--- src/sv/numeric_literal_scanner_core_assert.svh ---
// Assertion macros for the numeric literal scanner core.
// Used by the top level only; needs i_clk and i_rst_n in the including scope.
`ifndef NUMERIC_LITERAL_SCANNER_CORE_ASSERT_SVH
`define NUMERIC_LITERAL_SCANNER_CORE_ASSERT_SVH

// A condition that must hold at every clock edge outside reset.
`define NLSC_ASSERT_ALWAYS(lbl, cond, msg) \
    lbl: assert property (@(posedge i_clk) disable iff (!i_rst_n) (cond)) else $error(msg);

// A condition that, once seen, implies another one at the next edge.
`define NLSC_ASSERT_NEXT(lbl, ante, cons, msg) \
    lbl: assert property (@(posedge i_clk) disable iff (!i_rst_n) (ante) |=> (cons)) \
        else $error(msg);

`endif

--- src/sv/nls_pkg.sv ---
// Shared types and constants for the numeric literal scanner.
// No dependencies; imported by every module of the block.
`default_nettype none

package nls_pkg;

    localparam int MAX_INT_SPELLING = 255;
    localparam int LENGTH_BITS      = 16;
    localparam int VALUE_BITS       = 63;
    localparam int PROD_BITS        = VALUE_BITS + 4;
    localparam int SPELL_BITS       = $clog2(MAX_INT_SPELLING + 2);
    localparam int CNT_BITS         = (LENGTH_BITS > SPELL_BITS) ? LENGTH_BITS : SPELL_BITS;

    localparam logic [1:0] KIND_INT   = 2'd0;
    localparam logic [1:0] KIND_FLOAT = 2'd1;
    localparam logic [1:0] KIND_BAD   = 2'd2;

    localparam logic [7:0] CH_US    = 8'h5F;
    localparam logic [7:0] CH_DOT   = 8'h2E;
    localparam logic [7:0] CH_LE    = 8'h65;
    localparam logic [7:0] CH_UE    = 8'h45;
    localparam logic [7:0] CH_PLUS  = 8'h2B;
    localparam logic [7:0] CH_MINUS = 8'h2D;
    localparam logic [7:0] CH_0     = 8'h30;
    localparam logic [7:0] CH_1     = 8'h31;
    localparam logic [7:0] CH_9     = 8'h39;
    localparam logic [7:0] CH_LA    = 8'h61;
    localparam logic [7:0] CH_LF    = 8'h66;
    localparam logic [7:0] CH_UA    = 8'h41;
    localparam logic [7:0] CH_UF    = 8'h46;
    localparam logic [7:0] CH_LB    = 8'h62;
    localparam logic [7:0] CH_LX    = 8'h78;

    typedef enum logic [9:0] {
        M_IDLE     = 10'b00_0000_0001,
        M_ZERO     = 10'b00_0000_0010,
        M_INT      = 10'b00_0000_0100,
        M_DOT      = 10'b00_0000_1000,
        M_FRAC     = 10'b00_0001_0000,
        M_EXP_E    = 10'b00_0010_0000,
        M_EXP_SIGN = 10'b00_0100_0000,
        M_EXP      = 10'b00_1000_0000,
        M_BIN      = 10'b01_0000_0000,
        M_HEX      = 10'b10_0000_0000
    } t_scan_mode;

    typedef enum logic [1:0] {
        RADIX_DEC = 2'd0,
        RADIX_BIN = 2'd1,
        RADIX_HEX = 2'd2
    } t_radix;

    typedef struct packed {
        logic       is_dec;
        logic       is_bin;
        logic       is_hex;
        logic [3:0] digit;
        logic       is_us;
        logic       is_dot;
        logic       is_e;
        logic       is_sign;
        logic       is_b;
        logic       is_x;
    } t_byte_class;

    typedef struct packed {
        logic [1:0]             kind;
        logic [VALUE_BITS-1:0]  value;
        logic [LENGTH_BITS-1:0] length;
        logic [1:0]             replay;
    } t_result;

endpackage

`default_nettype wire

--- src/sv/nls_classify.sv ---
// Byte classifier: decodes one source byte into character classes and a digit value.
// Depends on nls_pkg.
`default_nettype none

module nls_classify (
    input  wire logic [7:0]         i_byte,
    output nls_pkg::t_byte_class    o_class
);
    import nls_pkg::*;

    logic       w_dec;
    logic       w_lhex;
    logic       w_uhex;
    logic [7:0] w_dec_val;
    logic [7:0] w_lhex_val;
    logic [7:0] w_uhex_val;

    always_comb begin
        w_dec      = (i_byte >= CH_0) && (i_byte <= CH_9);
        w_lhex     = (i_byte >= CH_LA) && (i_byte <= CH_LF);
        w_uhex     = (i_byte >= CH_UA) && (i_byte <= CH_UF);
        w_dec_val  = i_byte - CH_0;
        w_lhex_val = i_byte - CH_LA + 8'd10;
        w_uhex_val = i_byte - CH_UA + 8'd10;

        o_class.is_dec  = w_dec;
        o_class.is_bin  = (i_byte == CH_0) || (i_byte == CH_1);
        o_class.is_hex  = w_dec || w_lhex || w_uhex;
        o_class.is_us   = (i_byte == CH_US);
        o_class.is_dot  = (i_byte == CH_DOT);
        o_class.is_e    = (i_byte == CH_LE) || (i_byte == CH_UE);
        o_class.is_sign = (i_byte == CH_PLUS) || (i_byte == CH_MINUS);
        o_class.is_b    = (i_byte == CH_LB);
        o_class.is_x    = (i_byte == CH_LX);
        if (w_dec) begin
            o_class.digit = w_dec_val[3:0];
        end else if (w_lhex) begin
            o_class.digit = w_lhex_val[3:0];
        end else begin
            o_class.digit = w_uhex_val[3:0];
        end
    end

endmodule

`default_nettype wire

--- src/sv/nls_scan.sv ---
// Scanner state machine: holds the literal state, updates it for one byte per step
// and forms the result when the literal ends or its first byte is rejected. Depends on nls_pkg.
`default_nettype none

module nls_scan (
    input  wire logic                   i_clk,
    input  wire logic                   i_rst_n,
    input  wire logic                   i_step,
    input  wire logic                   i_end_of_text,
    input  wire nls_pkg::t_byte_class   i_class,
    output logic                        o_emit,
    output nls_pkg::t_result            o_result
);
    import nls_pkg::*;

    localparam logic [LENGTH_BITS-1:0] LEN_MAX = '1;

    t_scan_mode              r_mode, n_mode;
    logic [VALUE_BITS-1:0]   r_acc, n_acc;
    logic                    r_ovf, n_ovf;
    logic                    r_serr, n_serr;
    logic                    r_psep, n_psep;
    logic                    r_pdig, n_pdig;
    logic                    r_pfx, n_pfx;
    logic                    r_float, n_float;
    logic [CNT_BITS-1:0]     r_len, n_len;
    logic [1:0]              r_pend, n_pend;

    logic [1:0]              w_len_add;
    logic [CNT_BITS-1:0]     w_len_base;
    logic [CNT_BITS:0]       w_len_sum;
    logic                    w_do_acc;
    t_radix                  w_radix;
    logic                    w_fin;
    logic [1:0]              w_fin_replay;
    logic                    w_bad_first;
    logic [PROD_BITS-1:0]    w_acc_ext;
    logic [PROD_BITS-1:0]    w_prod;
    logic                    w_prod_ovf;
    logic                    w_sep_bad;
    logic                    w_int_bad;
    logic [LENGTH_BITS-1:0]  w_len_out;

    // Constant-base multiply-add for the integer value; the digit comes from the classifier.
    always_comb begin
        w_acc_ext = PROD_BITS'(r_acc);
        unique case (w_radix)
            RADIX_BIN: w_prod = (w_acc_ext << 1) + PROD_BITS'(i_class.digit);
            RADIX_HEX: w_prod = (w_acc_ext << 4) + PROD_BITS'(i_class.digit);
            default:   w_prod = (w_acc_ext << 3) + (w_acc_ext << 1)
                                + PROD_BITS'(i_class.digit);
        endcase
        w_prod_ovf = |w_prod[PROD_BITS-1:VALUE_BITS];
    end

    always_comb begin
        n_mode       = r_mode;
        n_acc        = r_acc;
        n_ovf        = r_ovf;
        n_serr       = r_serr;
        n_psep       = r_psep;
        n_pdig       = r_pdig;
        n_pfx        = r_pfx;
        n_float      = r_float;
        n_pend       = r_pend;
        w_len_add    = 2'd0;
        w_len_base   = r_len;
        w_do_acc     = 1'b0;
        w_radix      = RADIX_DEC;
        w_fin        = 1'b0;
        w_fin_replay = 2'd0;
        w_bad_first  = 1'b0;

        if (i_step) begin
            if (i_end_of_text) begin
                if (r_mode != M_IDLE) begin
                    w_fin        = 1'b1;
                    w_fin_replay = r_pend;
                end
            end else begin
                unique case (r_mode)
                    M_ZERO, M_INT: begin
                        if ((r_mode == M_ZERO) && (i_class.is_b || i_class.is_x)) begin
                            if (n_psep) n_serr = 1'b1;
                            w_len_add = w_len_add + 2'd1;
                            n_psep    = 1'b0;
                            n_pdig    = 1'b0;
                            n_mode    = i_class.is_b ? M_BIN : M_HEX;
                        end else begin
                            n_mode = M_INT;
                            if (i_class.is_dec) begin
                                w_len_add = w_len_add + 2'd1;
                                n_psep    = 1'b0;
                                n_pdig    = 1'b1;
                                w_do_acc  = 1'b1;
                                w_radix   = RADIX_DEC;
                            end else if (i_class.is_us) begin
                                if (!n_pdig) n_serr = 1'b1;
                                w_len_add = w_len_add + 2'd1;
                                n_psep    = 1'b1;
                                n_pdig    = 1'b0;
                            end else if (i_class.is_dot) begin
                                n_mode = M_DOT;
                                n_pend = 2'd1;
                            end else if (i_class.is_e) begin
                                n_mode = M_EXP_E;
                                n_pend = 2'd1;
                            end else begin
                                w_fin        = 1'b1;
                                w_fin_replay = 2'd1;
                            end
                        end
                    end
                    M_DOT: begin
                        if (i_class.is_dec) begin
                            if (n_psep) n_serr = 1'b1;
                            w_len_add = 2'd2;
                            n_psep    = 1'b0;
                            n_pdig    = 1'b1;
                            n_float   = 1'b1;
                            n_pend    = 2'd0;
                            n_mode    = M_FRAC;
                        end else begin
                            w_fin        = 1'b1;
                            w_fin_replay = 2'd2;
                        end
                    end
                    M_FRAC, M_EXP: begin
                        if (i_class.is_dec) begin
                            w_len_add = 2'd1;
                            n_psep    = 1'b0;
                            n_pdig    = 1'b1;
                        end else if (i_class.is_us) begin
                            if (!n_pdig) n_serr = 1'b1;
                            w_len_add = 2'd1;
                            n_psep    = 1'b1;
                            n_pdig    = 1'b0;
                        end else if ((r_mode == M_FRAC) && i_class.is_e) begin
                            n_mode = M_EXP_E;
                            n_pend = 2'd1;
                        end else begin
                            w_fin        = 1'b1;
                            w_fin_replay = 2'd1;
                        end
                    end
                    M_EXP_E, M_EXP_SIGN: begin
                        if ((r_mode == M_EXP_E) && i_class.is_sign) begin
                            n_mode = M_EXP_SIGN;
                            n_pend = 2'd2;
                        end else if (i_class.is_dec) begin
                            // The 'e', an optional sign and the digit all join the literal.
                            if (n_psep) n_serr = 1'b1;
                            w_len_add = (r_mode == M_EXP_SIGN) ? 2'd3 : 2'd2;
                            n_psep    = 1'b0;
                            n_pdig    = 1'b1;
                            n_float   = 1'b1;
                            n_pend    = 2'd0;
                            n_mode    = M_EXP;
                        end else begin
                            w_fin        = 1'b1;
                            w_fin_replay = r_pend + 2'd1;
                        end
                    end
                    M_BIN, M_HEX: begin
                        if ((r_mode == M_BIN) ? i_class.is_bin : i_class.is_hex) begin
                            w_len_add = 2'd1;
                            n_psep    = 1'b0;
                            n_pdig    = 1'b1;
                            n_pfx     = 1'b1;
                            w_do_acc  = 1'b1;
                            w_radix   = (r_mode == M_BIN) ? RADIX_BIN : RADIX_HEX;
                        end else if (i_class.is_us) begin
                            if (!n_pdig) n_serr = 1'b1;
                            w_len_add = 2'd1;
                            n_psep    = 1'b1;
                            n_pdig    = 1'b0;
                        end else begin
                            w_fin        = 1'b1;
                            w_fin_replay = 2'd1;
                        end
                    end
                    default: begin
                        // Idle: the first byte opens a literal or is rejected on its own.
                        n_acc      = '0;
                        n_ovf      = 1'b0;
                        n_serr     = 1'b0;
                        n_pfx      = 1'b0;
                        n_float    = 1'b0;
                        n_pend     = 2'd0;
                        n_psep     = 1'b0;
                        w_len_base = '0;
                        if (i_class.is_dec) begin
                            w_len_add = 2'd1;
                            n_pdig    = 1'b1;
                            n_acc     = VALUE_BITS'(i_class.digit);
                            n_mode    = (i_class.digit == 4'd0) ? M_ZERO : M_INT;
                        end else begin
                            n_pdig      = 1'b0;
                            n_mode      = M_IDLE;
                            w_bad_first = 1'b1;
                        end
                    end
                endcase
            end
        end

        if (w_do_acc && !r_ovf) begin
            if (w_prod_ovf) begin
                n_ovf = 1'b1;
            end else begin
                n_acc = w_prod[VALUE_BITS-1:0];
            end
        end

        w_len_sum = (CNT_BITS + 1)'(w_len_base) + (CNT_BITS + 1)'(w_len_add);
        n_len     = w_len_sum[CNT_BITS] ? '1 : w_len_sum[CNT_BITS-1:0];

        if (w_fin || w_bad_first) begin
            n_mode  = M_IDLE;
            n_acc   = '0;
            n_ovf   = 1'b0;
            n_serr  = 1'b0;
            n_psep  = 1'b0;
            n_pdig  = 1'b0;
            n_pfx   = 1'b0;
            n_float = 1'b0;
            n_len   = '0;
            n_pend  = 2'd0;
        end
    end

    // A finish never changes the state before it, so the result comes from the registers.
    always_comb begin
        w_sep_bad = r_serr || r_psep;
        w_int_bad = w_sep_bad || r_ovf
                    || (((r_mode == M_BIN) || (r_mode == M_HEX)) && !r_pfx)
                    || (r_len > CNT_BITS'(MAX_INT_SPELLING));
        w_len_out = (r_len > CNT_BITS'(LEN_MAX)) ? LEN_MAX : r_len[LENGTH_BITS-1:0];

        o_emit = w_fin || w_bad_first;
        if (w_bad_first) begin
            o_result.kind   = KIND_BAD;
            o_result.value  = '0;
            o_result.length = LENGTH_BITS'(1);
            o_result.replay = 2'd0;
        end else begin
            o_result.length = w_len_out;
            o_result.replay = w_fin_replay;
            if (r_float) begin
                o_result.kind  = w_sep_bad ? KIND_BAD : KIND_FLOAT;
                o_result.value = '0;
            end else begin
                o_result.kind  = w_int_bad ? KIND_BAD : KIND_INT;
                o_result.value = w_int_bad ? '0 : r_acc;
            end
        end
    end

    always_ff @(posedge i_clk) begin
        if (!i_rst_n) begin
            r_mode  <= M_IDLE;
            r_acc   <= '0;
            r_ovf   <= 1'b0;
            r_serr  <= 1'b0;
            r_psep  <= 1'b0;
            r_pdig  <= 1'b0;
            r_pfx   <= 1'b0;
            r_float <= 1'b0;
            r_len   <= '0;
            r_pend  <= 2'd0;
        end else begin
            r_mode  <= n_mode;
            r_acc   <= n_acc;
            r_ovf   <= n_ovf;
            r_serr  <= n_serr;
            r_psep  <= n_psep;
            r_pdig  <= n_pdig;
            r_pfx   <= n_pfx;
            r_float <= n_float;
            r_len   <= n_len;
            r_pend  <= n_pend;
        end
    end

endmodule

`default_nettype wire

--- src/sv/numeric_literal_scanner_core.sv ---
// Numeric literal scanner core: input register, byte classifier, scanner and result
// register. The input channel carries one source byte per transfer (or an end-of-text
// mark); the output channel carries one result per recognized literal.
// Results: the byte that ends the literal (or the end-of-text mark) passes the input
// register and the scanner, and its result is then held in the result register; bytes
// inside a literal give no result.
// Throughput: one byte per cycle while the result side does not stall; the scanner
// state is updated between the input register and the result register.
// Reset: synchronous and active low; the scanner returns to idle, both registers empty.
// Stall: while a result waits and the receiver holds ready low, the input register holds
// its byte and o_in_ready stays low once it is full; no byte or result is lost.
// Depends on nls_pkg, nls_classify, nls_scan and numeric_literal_scanner_core_assert.svh.
`default_nettype none

module numeric_literal_scanner_core (
    input  wire logic                            i_clk,
    input  wire logic                            i_rst_n,
    input  wire logic                            i_in_valid,
    output logic                                 o_in_ready,
    input  wire logic [7:0]                      i_text_byte,
    input  wire logic                            i_end_of_text,
    output logic                                 o_out_valid,
    input  wire logic                            i_out_ready,
    output logic [1:0]                           o_literal_kind,
    output logic [nls_pkg::VALUE_BITS-1:0]       o_literal_value,
    output logic [nls_pkg::LENGTH_BITS-1:0]      o_literal_length,
    output logic [1:0]                           o_replay_count
);
    import nls_pkg::*;

    `include "numeric_literal_scanner_core_assert.svh"

    logic        r_in_valid;
    logic [7:0]  r_in_byte;
    logic        r_in_eot;
    logic        r_out_valid;
    t_result     r_out_result;

    logic        w_in_xfer;
    logic        w_advance;
    logic        w_emit;
    t_byte_class w_class;
    t_result     w_result;

    // The held byte moves on whenever the result register can take what it may produce.
    assign w_advance  = r_in_valid && (!r_out_valid || i_out_ready);
    assign o_in_ready = !r_in_valid || w_advance;
    assign w_in_xfer  = i_in_valid && o_in_ready;

    always_ff @(posedge i_clk) begin
        if (!i_rst_n) begin
            r_in_valid <= 1'b0;
        end else if (w_in_xfer) begin
            r_in_valid <= 1'b1;
        end else if (w_advance) begin
            r_in_valid <= 1'b0;
        end
    end

    always_ff @(posedge i_clk) begin
        if (w_in_xfer) begin
            r_in_byte <= i_text_byte;
            r_in_eot  <= i_end_of_text;
        end
    end

    nls_classify u_classify (
        .i_byte  (r_in_byte),
        .o_class (w_class)
    );

    nls_scan u_scan (
        .i_clk         (i_clk),
        .i_rst_n       (i_rst_n),
        .i_step        (w_advance),
        .i_end_of_text (r_in_eot),
        .i_class       (w_class),
        .o_emit        (w_emit),
        .o_result      (w_result)
    );

    always_ff @(posedge i_clk) begin
        if (!i_rst_n) begin
            r_out_valid <= 1'b0;
        end else if (w_emit) begin
            r_out_valid <= 1'b1;
        end else if (i_out_ready) begin
            r_out_valid <= 1'b0;
        end
    end

    always_ff @(posedge i_clk) begin
        if (w_emit) begin
            r_out_result <= w_result;
        end
    end

    assign o_out_valid      = r_out_valid;
    assign o_literal_kind   = r_out_result.kind;
    assign o_literal_value  = r_out_result.value;
    assign o_literal_length = r_out_result.length;
    assign o_replay_count   = r_out_result.replay;

    `NLSC_ASSERT_NEXT(a_stall_holds_input, r_out_valid && !i_out_ready && r_in_valid, r_in_valid && r_out_valid && $stable(r_in_byte) && $stable(r_in_eot), "stalled output did not hold the input register")
    `NLSC_ASSERT_ALWAYS(a_value_only_for_int, !o_out_valid || (o_literal_kind == KIND_INT) || (o_literal_value == '0), "non-integer result carries a value")
    `NLSC_ASSERT_ALWAYS(a_length_nonzero, !o_out_valid || (o_literal_length != '0), "result with zero length")

endmodule

`default_nettype wire

--- config.mk ---
export PLATFORM = sky130hd
export DESIGN_NAME = numeric_literal_scanner_core
export DESIGN_NICKNAME = d
export VERILOG_FILES = /design/src/sv/nls_pkg.sv /design/src/sv/nls_classify.sv /design/src/sv/nls_scan.sv /design/src/sv/numeric_literal_scanner_core.sv
export VERILOG_INCLUDE_DIRS = /design/src /design/src/sv
export SDC_FILE = /design/constraint.sdc
export NUM_CORES = 1
export LEC_CHECK = 0
export BUFFER_PORTS_ARGS = -buffer_cell sky130_fd_sc_hd__buf_2
export CAP_MARGIN = 40
export CORE_MARGIN = 2
export CORE_UTILIZATION = 50
export CTS_BUF_LIST = sky130_fd_sc_hd__clkbuf_4 sky130_fd_sc_hd__clkbuf_8 sky130_fd_sc_hd__clkbuf_16
export DETAILED_ROUTE_END_ITERATION = 7
export PLACE_DENSITY = 0.68
export SLEW_MARGIN = 20
export SYNTH_ARGS = -nofsm -noshare
export SYNTH_HDL_FRONTEND = slang
export SYNTH_SLANG_ARGS = --single-unit
--- constraint.sdc ---
create_clock -name i_clk -period 6.91 [get_ports i_clk]
set_input_delay 1.382 -clock i_clk [delete_from_list [all_inputs] [get_ports i_clk]]
set_output_delay 1.382 -clock i_clk [all_outputs]
set_load 0.03 [all_outputs]
# Yosys cells after proc, flatten, opt, wreduce, memory -nomap -nowiden
# Index checks and enable logic that the tools add are counted.
# totals
register_bits,191
# op_classes
reduce_logical,49
eq_ne,34
n_lt_le_gt_ge,8
bitwise,6
muxes,140
addsub,11
# ops
operator,count
$mux W63,6
$add A67 B4 Y67,2
$pmux W67 S2,1
$mux W10,12
$mux W16,5
$mux W2,37
$add A66 B64 Y67,1
$add A64 B4 Y65,1
$mux W65,1
$mux W1,62
$pmux W10 S5,1
$eq A8 B6 Y1 const B,5
$eq A8 B7 Y1 const B,5
$pmux W2 S5,3
$pmux W1 S5,4
$add A16 B2 Y17,1
$ge A8 B7 Y1 const B,2
$gt A16 B16 Y1 const B,1
$gt A16 B8 Y1 const B,1
$le A8 B7 Y1 const B,2
$ne A2 B2 Y1 const B,8
$logic_or A1 B1 Y1,14
$reduce_or A2 Y1,7
$mux W4,3
37 further kinds,63

# Longest topological paths before layout
# logic_depth
depth_word,14
depth_mapped,26

# By module
# From an unflattened synthesis, not the netlist that was laid out.
# hier_totals
cells_unflattened,1812
area_unflattened_um2,15361.0
# modules_own_cells
mod,cells_each,area_each_um2,seq_area_each_um2,n_inst
nls_scan,1666,12139.1,1941.9,1
numeric_literal_scanner_core,101,2866.5,2802.7,1
nls_classify,45,355.3,0.0,1

# Least setup slack after synthesis
# OpenSTA, ideal clock, no wires.
# synth_timing
path_type,register to register
startpoint,register r_in_byte[1]
endpoint,register u_scan.r_acc[57]
t_arrival_ns,5.001
stages_incl_launch_ff,26
setup_time_ns,0.116
path_buffers,4
path_slack_ns,1.793
synth_period_minus_slack_ns,5.117
path_cell_list,edfxtp_1 inv_1 ha_1 nor2_1 o21ai_0 nand2_1 clkbuf_1 nand2_1 xnor2_1 inv_1 fa_1 inv_1 fa_1 a211oi_1 o21ai_1 o2111ai_1 a211oi_1 o21ai_0 nand2_1 a22oi_1 o22ai_1 o41a_1 buf_6 buf_6 buf_6 a31o_2
# synth_via
elab_chain_len,14
elab_cells_between_ends,76
cone_classes,8 x add/sub; 6 x order compare; 12 x eq/ne; 34 x mux; 16 x reduce/logical
# synth_lines
element,line_no,source
"start, declared",numeric_literal_scanner_core.sv:34,logic [7:0] r_in_byte;
"start signal, assigned",numeric_literal_scanner_core.sv:62,r_in_byte <= i_text_byte;
branches (longest 14 deep; another with $add A67 B4 Y67),n/a,
"end signal, assigned",nls_scan.sv:273,r_acc <= n_acc;
"end, declared",nls_scan.sv:19,"logic [VALUE_BITS-1:0] r_acc, n_acc;"
# Several ways; the timed one is not identified.
# A chain may end at the register's enable or synchronous reset.

# Worst setup path in the final report
# layout_timing
startpoint,register r_in_byte[1]
endpoint,register u_scan.r_acc[18]
# The elaborated chain is that of the path after synthesis.

==> metrics.md <==
| Metric | Value |
|---|---|
| Total vias in the final route | 13444 |
| Placer congestion estimate | 0.962 |
| CTS sink cnt | 191 |
| Via/cell ratio | 6.24 |
| Post-Synthesis Cell Area | 0.0150 sq mm |
| First element of the critical path | r_in_byte[1] |
| Drt total wl | 40700 microns |
| Total nets after synthesis | 1872 |
| Minimum setup slack after placement | 0.958 ns |
| Row count | 63 |
| Primary FF master, synth | sky130_fd_sc_hd__dfxtp_1 |
| Combinational group share of total power | 0.048 |
| Kind of path behind the tightest hold check | flop to flop |
| Drt drc | 0 |
| Final Cycle Share | 0.874 |
| Delay of the slowest cell on the worst path | 0.59 ns |
| Worst setup slack after layout | 0.869 ns |
| Area enclosed by the die boundary | 0.0314 sq mm |
| Synth Instances | 1719 |
| Top-level port count | 98 |
| Number of enable flip-flop cells after synthesis | 92 |
| Critical path peak fanout | 46 |
| Global-route wire length before repair | 66900 microns |
| Number of setup buffers added after CTS | 0 |
| Aggregate global-route resource usage | 0.262 |
| Start-to-end type of the worst setup path | flop to flop |
| Number of hold buffers added after cts | 0 |
| Share of synthesized area occupied by flip-flops and latches | 0.316 |
| Highest Clock Rate | 0.166 GHz |
| Number of I/O port buffers | 97 |
| Synth warnings | 0 |
| Critical path, cell by cell | inv_1 > ha_1 > nor2_1 > o21ai_0 > nand2_1 > nand2_1 > xor2_1 > inv_1 > ha_1 > ha_1 > fa_1 > a211oi_1 > o21ai_1 > o2111ai_1 > a211oi_1 > o21ai_0 > nand2_1 > a22oi_1 > o22ai_1 > o41a_2 > buf_12 > a2111oi_0 > a41o_1 |
| Drt first pass iters | 8 |
| Iter 0 DRT Violations | 1297 |
| Pin count of the biggest net entering global routing | 64 |
| Actual slew at the worst max-slew pin | 0.704 ns |
| H-tree level count | 4 |
| Overflow left after global routing | 0 |
| Critical Path End Type | flop |
| Core Box Area | 0.0296 sq mm |
| Status | finished, final reports clean |
| Leakage | 6.47 nW |
| Unrepaired setup endpoints after global routing | no |
| Number of library cell types mapped by synthesis | 79 |
| Post-route antenna net violation count | 0 |
| Fraction of layout cells with a size suffix above 1 | 0.129 |
| Worst VDD drop | 0.115 mV |
| Library cell contributing the largest single delay on the critical path | sky130_fd_sc_hd__o41a_2 |
| Async S/R FF share, synth | 0 |
| Antenna violations before repair | 0 |
| # Max-Cap Violations | 0 |
| Inserted Clock Buffers | 17 |
| Worst clock skew on the final layout | 0.0134 ns |
| Arrival time at the worst endpoint | 6.44 ns |
| Area growth from synthesis to final layout | 8.86% |
| Flop2flop setup slack | 0.87 ns |
| Sequential power share | 0.519 |
| Number of buffers between clock root and the deepest sink | 2 |
| Initial Utilization | 0.506 |
| Reg2reg start | r_in_byte[1] |
| Final count of pins violating max slew | 0 |
| Register clock-pin slew on the reported worst setup and hold paths | 0.08 ns |
| Final count of negative-setup-slack endpoints | 0 |
| Average cell area after synthesis | 8.73 sq um |
| Req. time, crit path | 7.31 ns |
| Share of power burned in the clock network | 0.433 |
| Min-Delay Startpoint | u_scan.r_pdig |
| Number of global-route vias before repair | 12656 |
| Overall power of the completed layout | 0.00231 W |
| Height of the chip | 177 microns |
| Highest-count cells in the layout ignoring fill and taps | sky130_fd_sc_hd__nand2_1, sky130_fd_sc_hd__ha_1, sky130_fd_sc_hd__a21oi_1, sky130_fd_sc_hd__nor2_1, sky130_fd_sc_hd__dfxtp_1 |
| Final-stage net count | 1903 |
| Antenna Diode Count | 0 |
| Number of synthesized register bits | 191 |
| Commonest non-fill, non-tap cell in the layout | sky130_fd_sc_hd__nand2_1 |
| Switching pwr | 0.000576 W |
| Final count of hold timing violations | 0 |
| Count of cells resized by post-cts repair | 0 |
| TritonCTS clock tree | yes |
| Crit path time final | 6.04 ns |
| Root buffer selected by CTS | sky130_fd_sc_hd__clkbuf_16 |
| Switching share of power | 0.250 |
| Detailed placement HPWL | 29500 microns |
| Clock insertion delay at the later pin of the skew report | 0.45 ns |
| Design internal power | 0.00173 W |
| Pwr Density | 141 mW/mm^2 |
| Wire per inst | 18.9 microns |
| Critical path launch point type | flop |
| Relative slew margins | 0.531 |
| Setup TNS | 0 ns |
| Delay-heaviest family, CP | compound AO/OA/AOI/OAI gates |
| Number of buffers and inverters on the critical path | 3 |
| Die extent in x | 177 microns |
## layout make-up
type | count | area (sq um)
fill | 2770 | 13300
multi-input combinational | 1378 | 9650
sequential | 191 | 4740
timing repair buffer | 121 | 711
tap | 390 | 488
clock buffer | 18 | 433
clock inverter | 14 | 155
inverter | 41 | 155
## metrics by stage
stage	utilization	hold WS [ns]	std cells	cell area [sq um]
6_report	0.551	0.504	2153	16300
2_1_floorplan	-	0.437	1719	15000
5_1_grt	0.551	0.527	2153	16300
4_1_cts	0.551	0.493	2153	16300
3_3_place_gp	0.530	0.462	2118	15700
3_5_place_dp	0.531	0.482	2121	15800
## per-layer routing
metal,routed length [microns],global-route usage
met3,2640,0.0451
met5,0,0
met4,886,0.0809
met2,17900,0.397
met1,19300,0.379
## cells by family (layout without fill, tap and decap cells)
group,after synthesis,count (layout),synth area share
xor+xnor,136,136,0.0794
mux,9,9,0.00609
fa+ha+maj,140,140,0.119
compound gates,477,477,0.226
buf+inv,150,194,0.0431
simple gates,616,616,0.211
flops,191,191,0.316
## power groups by stage
stage	combinational [W]	sequential [W]	clock, W
after floorplan	0.0000566	0.00124	0
after global placement	0.000106	0.00122	0
after detailed placement	0.000110	0.00123	0
after CTS	0.000110	0.00120	0.00102
after global routing	0.000120	0.00120	0.00106
final	0.000110	0.00120	0.00100
## Yosys cell counts, drive strengths merged, types with 34 or more instances
cell      n  area, sq um
nand2   147          552
ha      136         1700
a21oi   130          651
nor2    108          405
dfxtp    99         1980
edfxtp   92         2760
and2     89          557
o21ai    84          420
clkbuf   83          313
xnor2    81          709
nand3    66          330
nand4    58          369
xor2     55          482
inv      40          150
o31ai    38          299
nor3     34          170
## path summary, 6_finish.rpt
path	end	cells after the start
setup / recovery	u_scan.r_acc[18]	23
hold / removal	u_scan.r_pdig	2
setup reg to reg	u_scan.r_acc[18]	23
hold reg to reg	u_scan.r_pdig	2
## sequential cells by signal, summed over array words and instances, names as in the netlist, 2 cells and up
| register | count |
|---|---|
| o_replay_count | 2 |
| o_literal_kind | 2 |
| u_scan.r_len | 16 |
| u_scan.r_acc | 63 |
| u_scan.r_mode | 10 |
| u_scan.r_pend | 2 |
| o_literal_length | 16 |
| o_literal_value | 63 |
| r_in_byte | 8 |
## worst register-to-register path: stages, from the launching register on
cell                        delay, ns
sky130_fd_sc_hd__edfxtp_1        0.46
sky130_fd_sc_hd__inv_1           0.17
sky130_fd_sc_hd__ha_1            0.26
sky130_fd_sc_hd__nor2_1          0.05
sky130_fd_sc_hd__o21ai_0         0.19
sky130_fd_sc_hd__nand2_1         0.28
sky130_fd_sc_hd__nand2_1         0.17
sky130_fd_sc_hd__xor2_1          0.23
sky130_fd_sc_hd__inv_1           0.12
sky130_fd_sc_hd__ha_1            0.32
sky130_fd_sc_hd__ha_1            0.25
sky130_fd_sc_hd__fa_1            0.44
sky130_fd_sc_hd__a211oi_1        0.25
sky130_fd_sc_hd__o21ai_1         0.18
sky130_fd_sc_hd__o2111ai_1       0.27
sky130_fd_sc_hd__a211oi_1        0.16
sky130_fd_sc_hd__o21ai_0         0.27
sky130_fd_sc_hd__nand2_1         0.13
sky130_fd_sc_hd__a22oi_1         0.24
sky130_fd_sc_hd__o22ai_1         0.15
sky130_fd_sc_hd__o41a_2          0.59
sky130_fd_sc_hd__buf_12          0.25
sky130_fd_sc_hd__a2111oi_0       0.42
sky130_fd_sc_hd__a41o_1          0.14
Note: power is estimated with default switching activity, not from simulation.
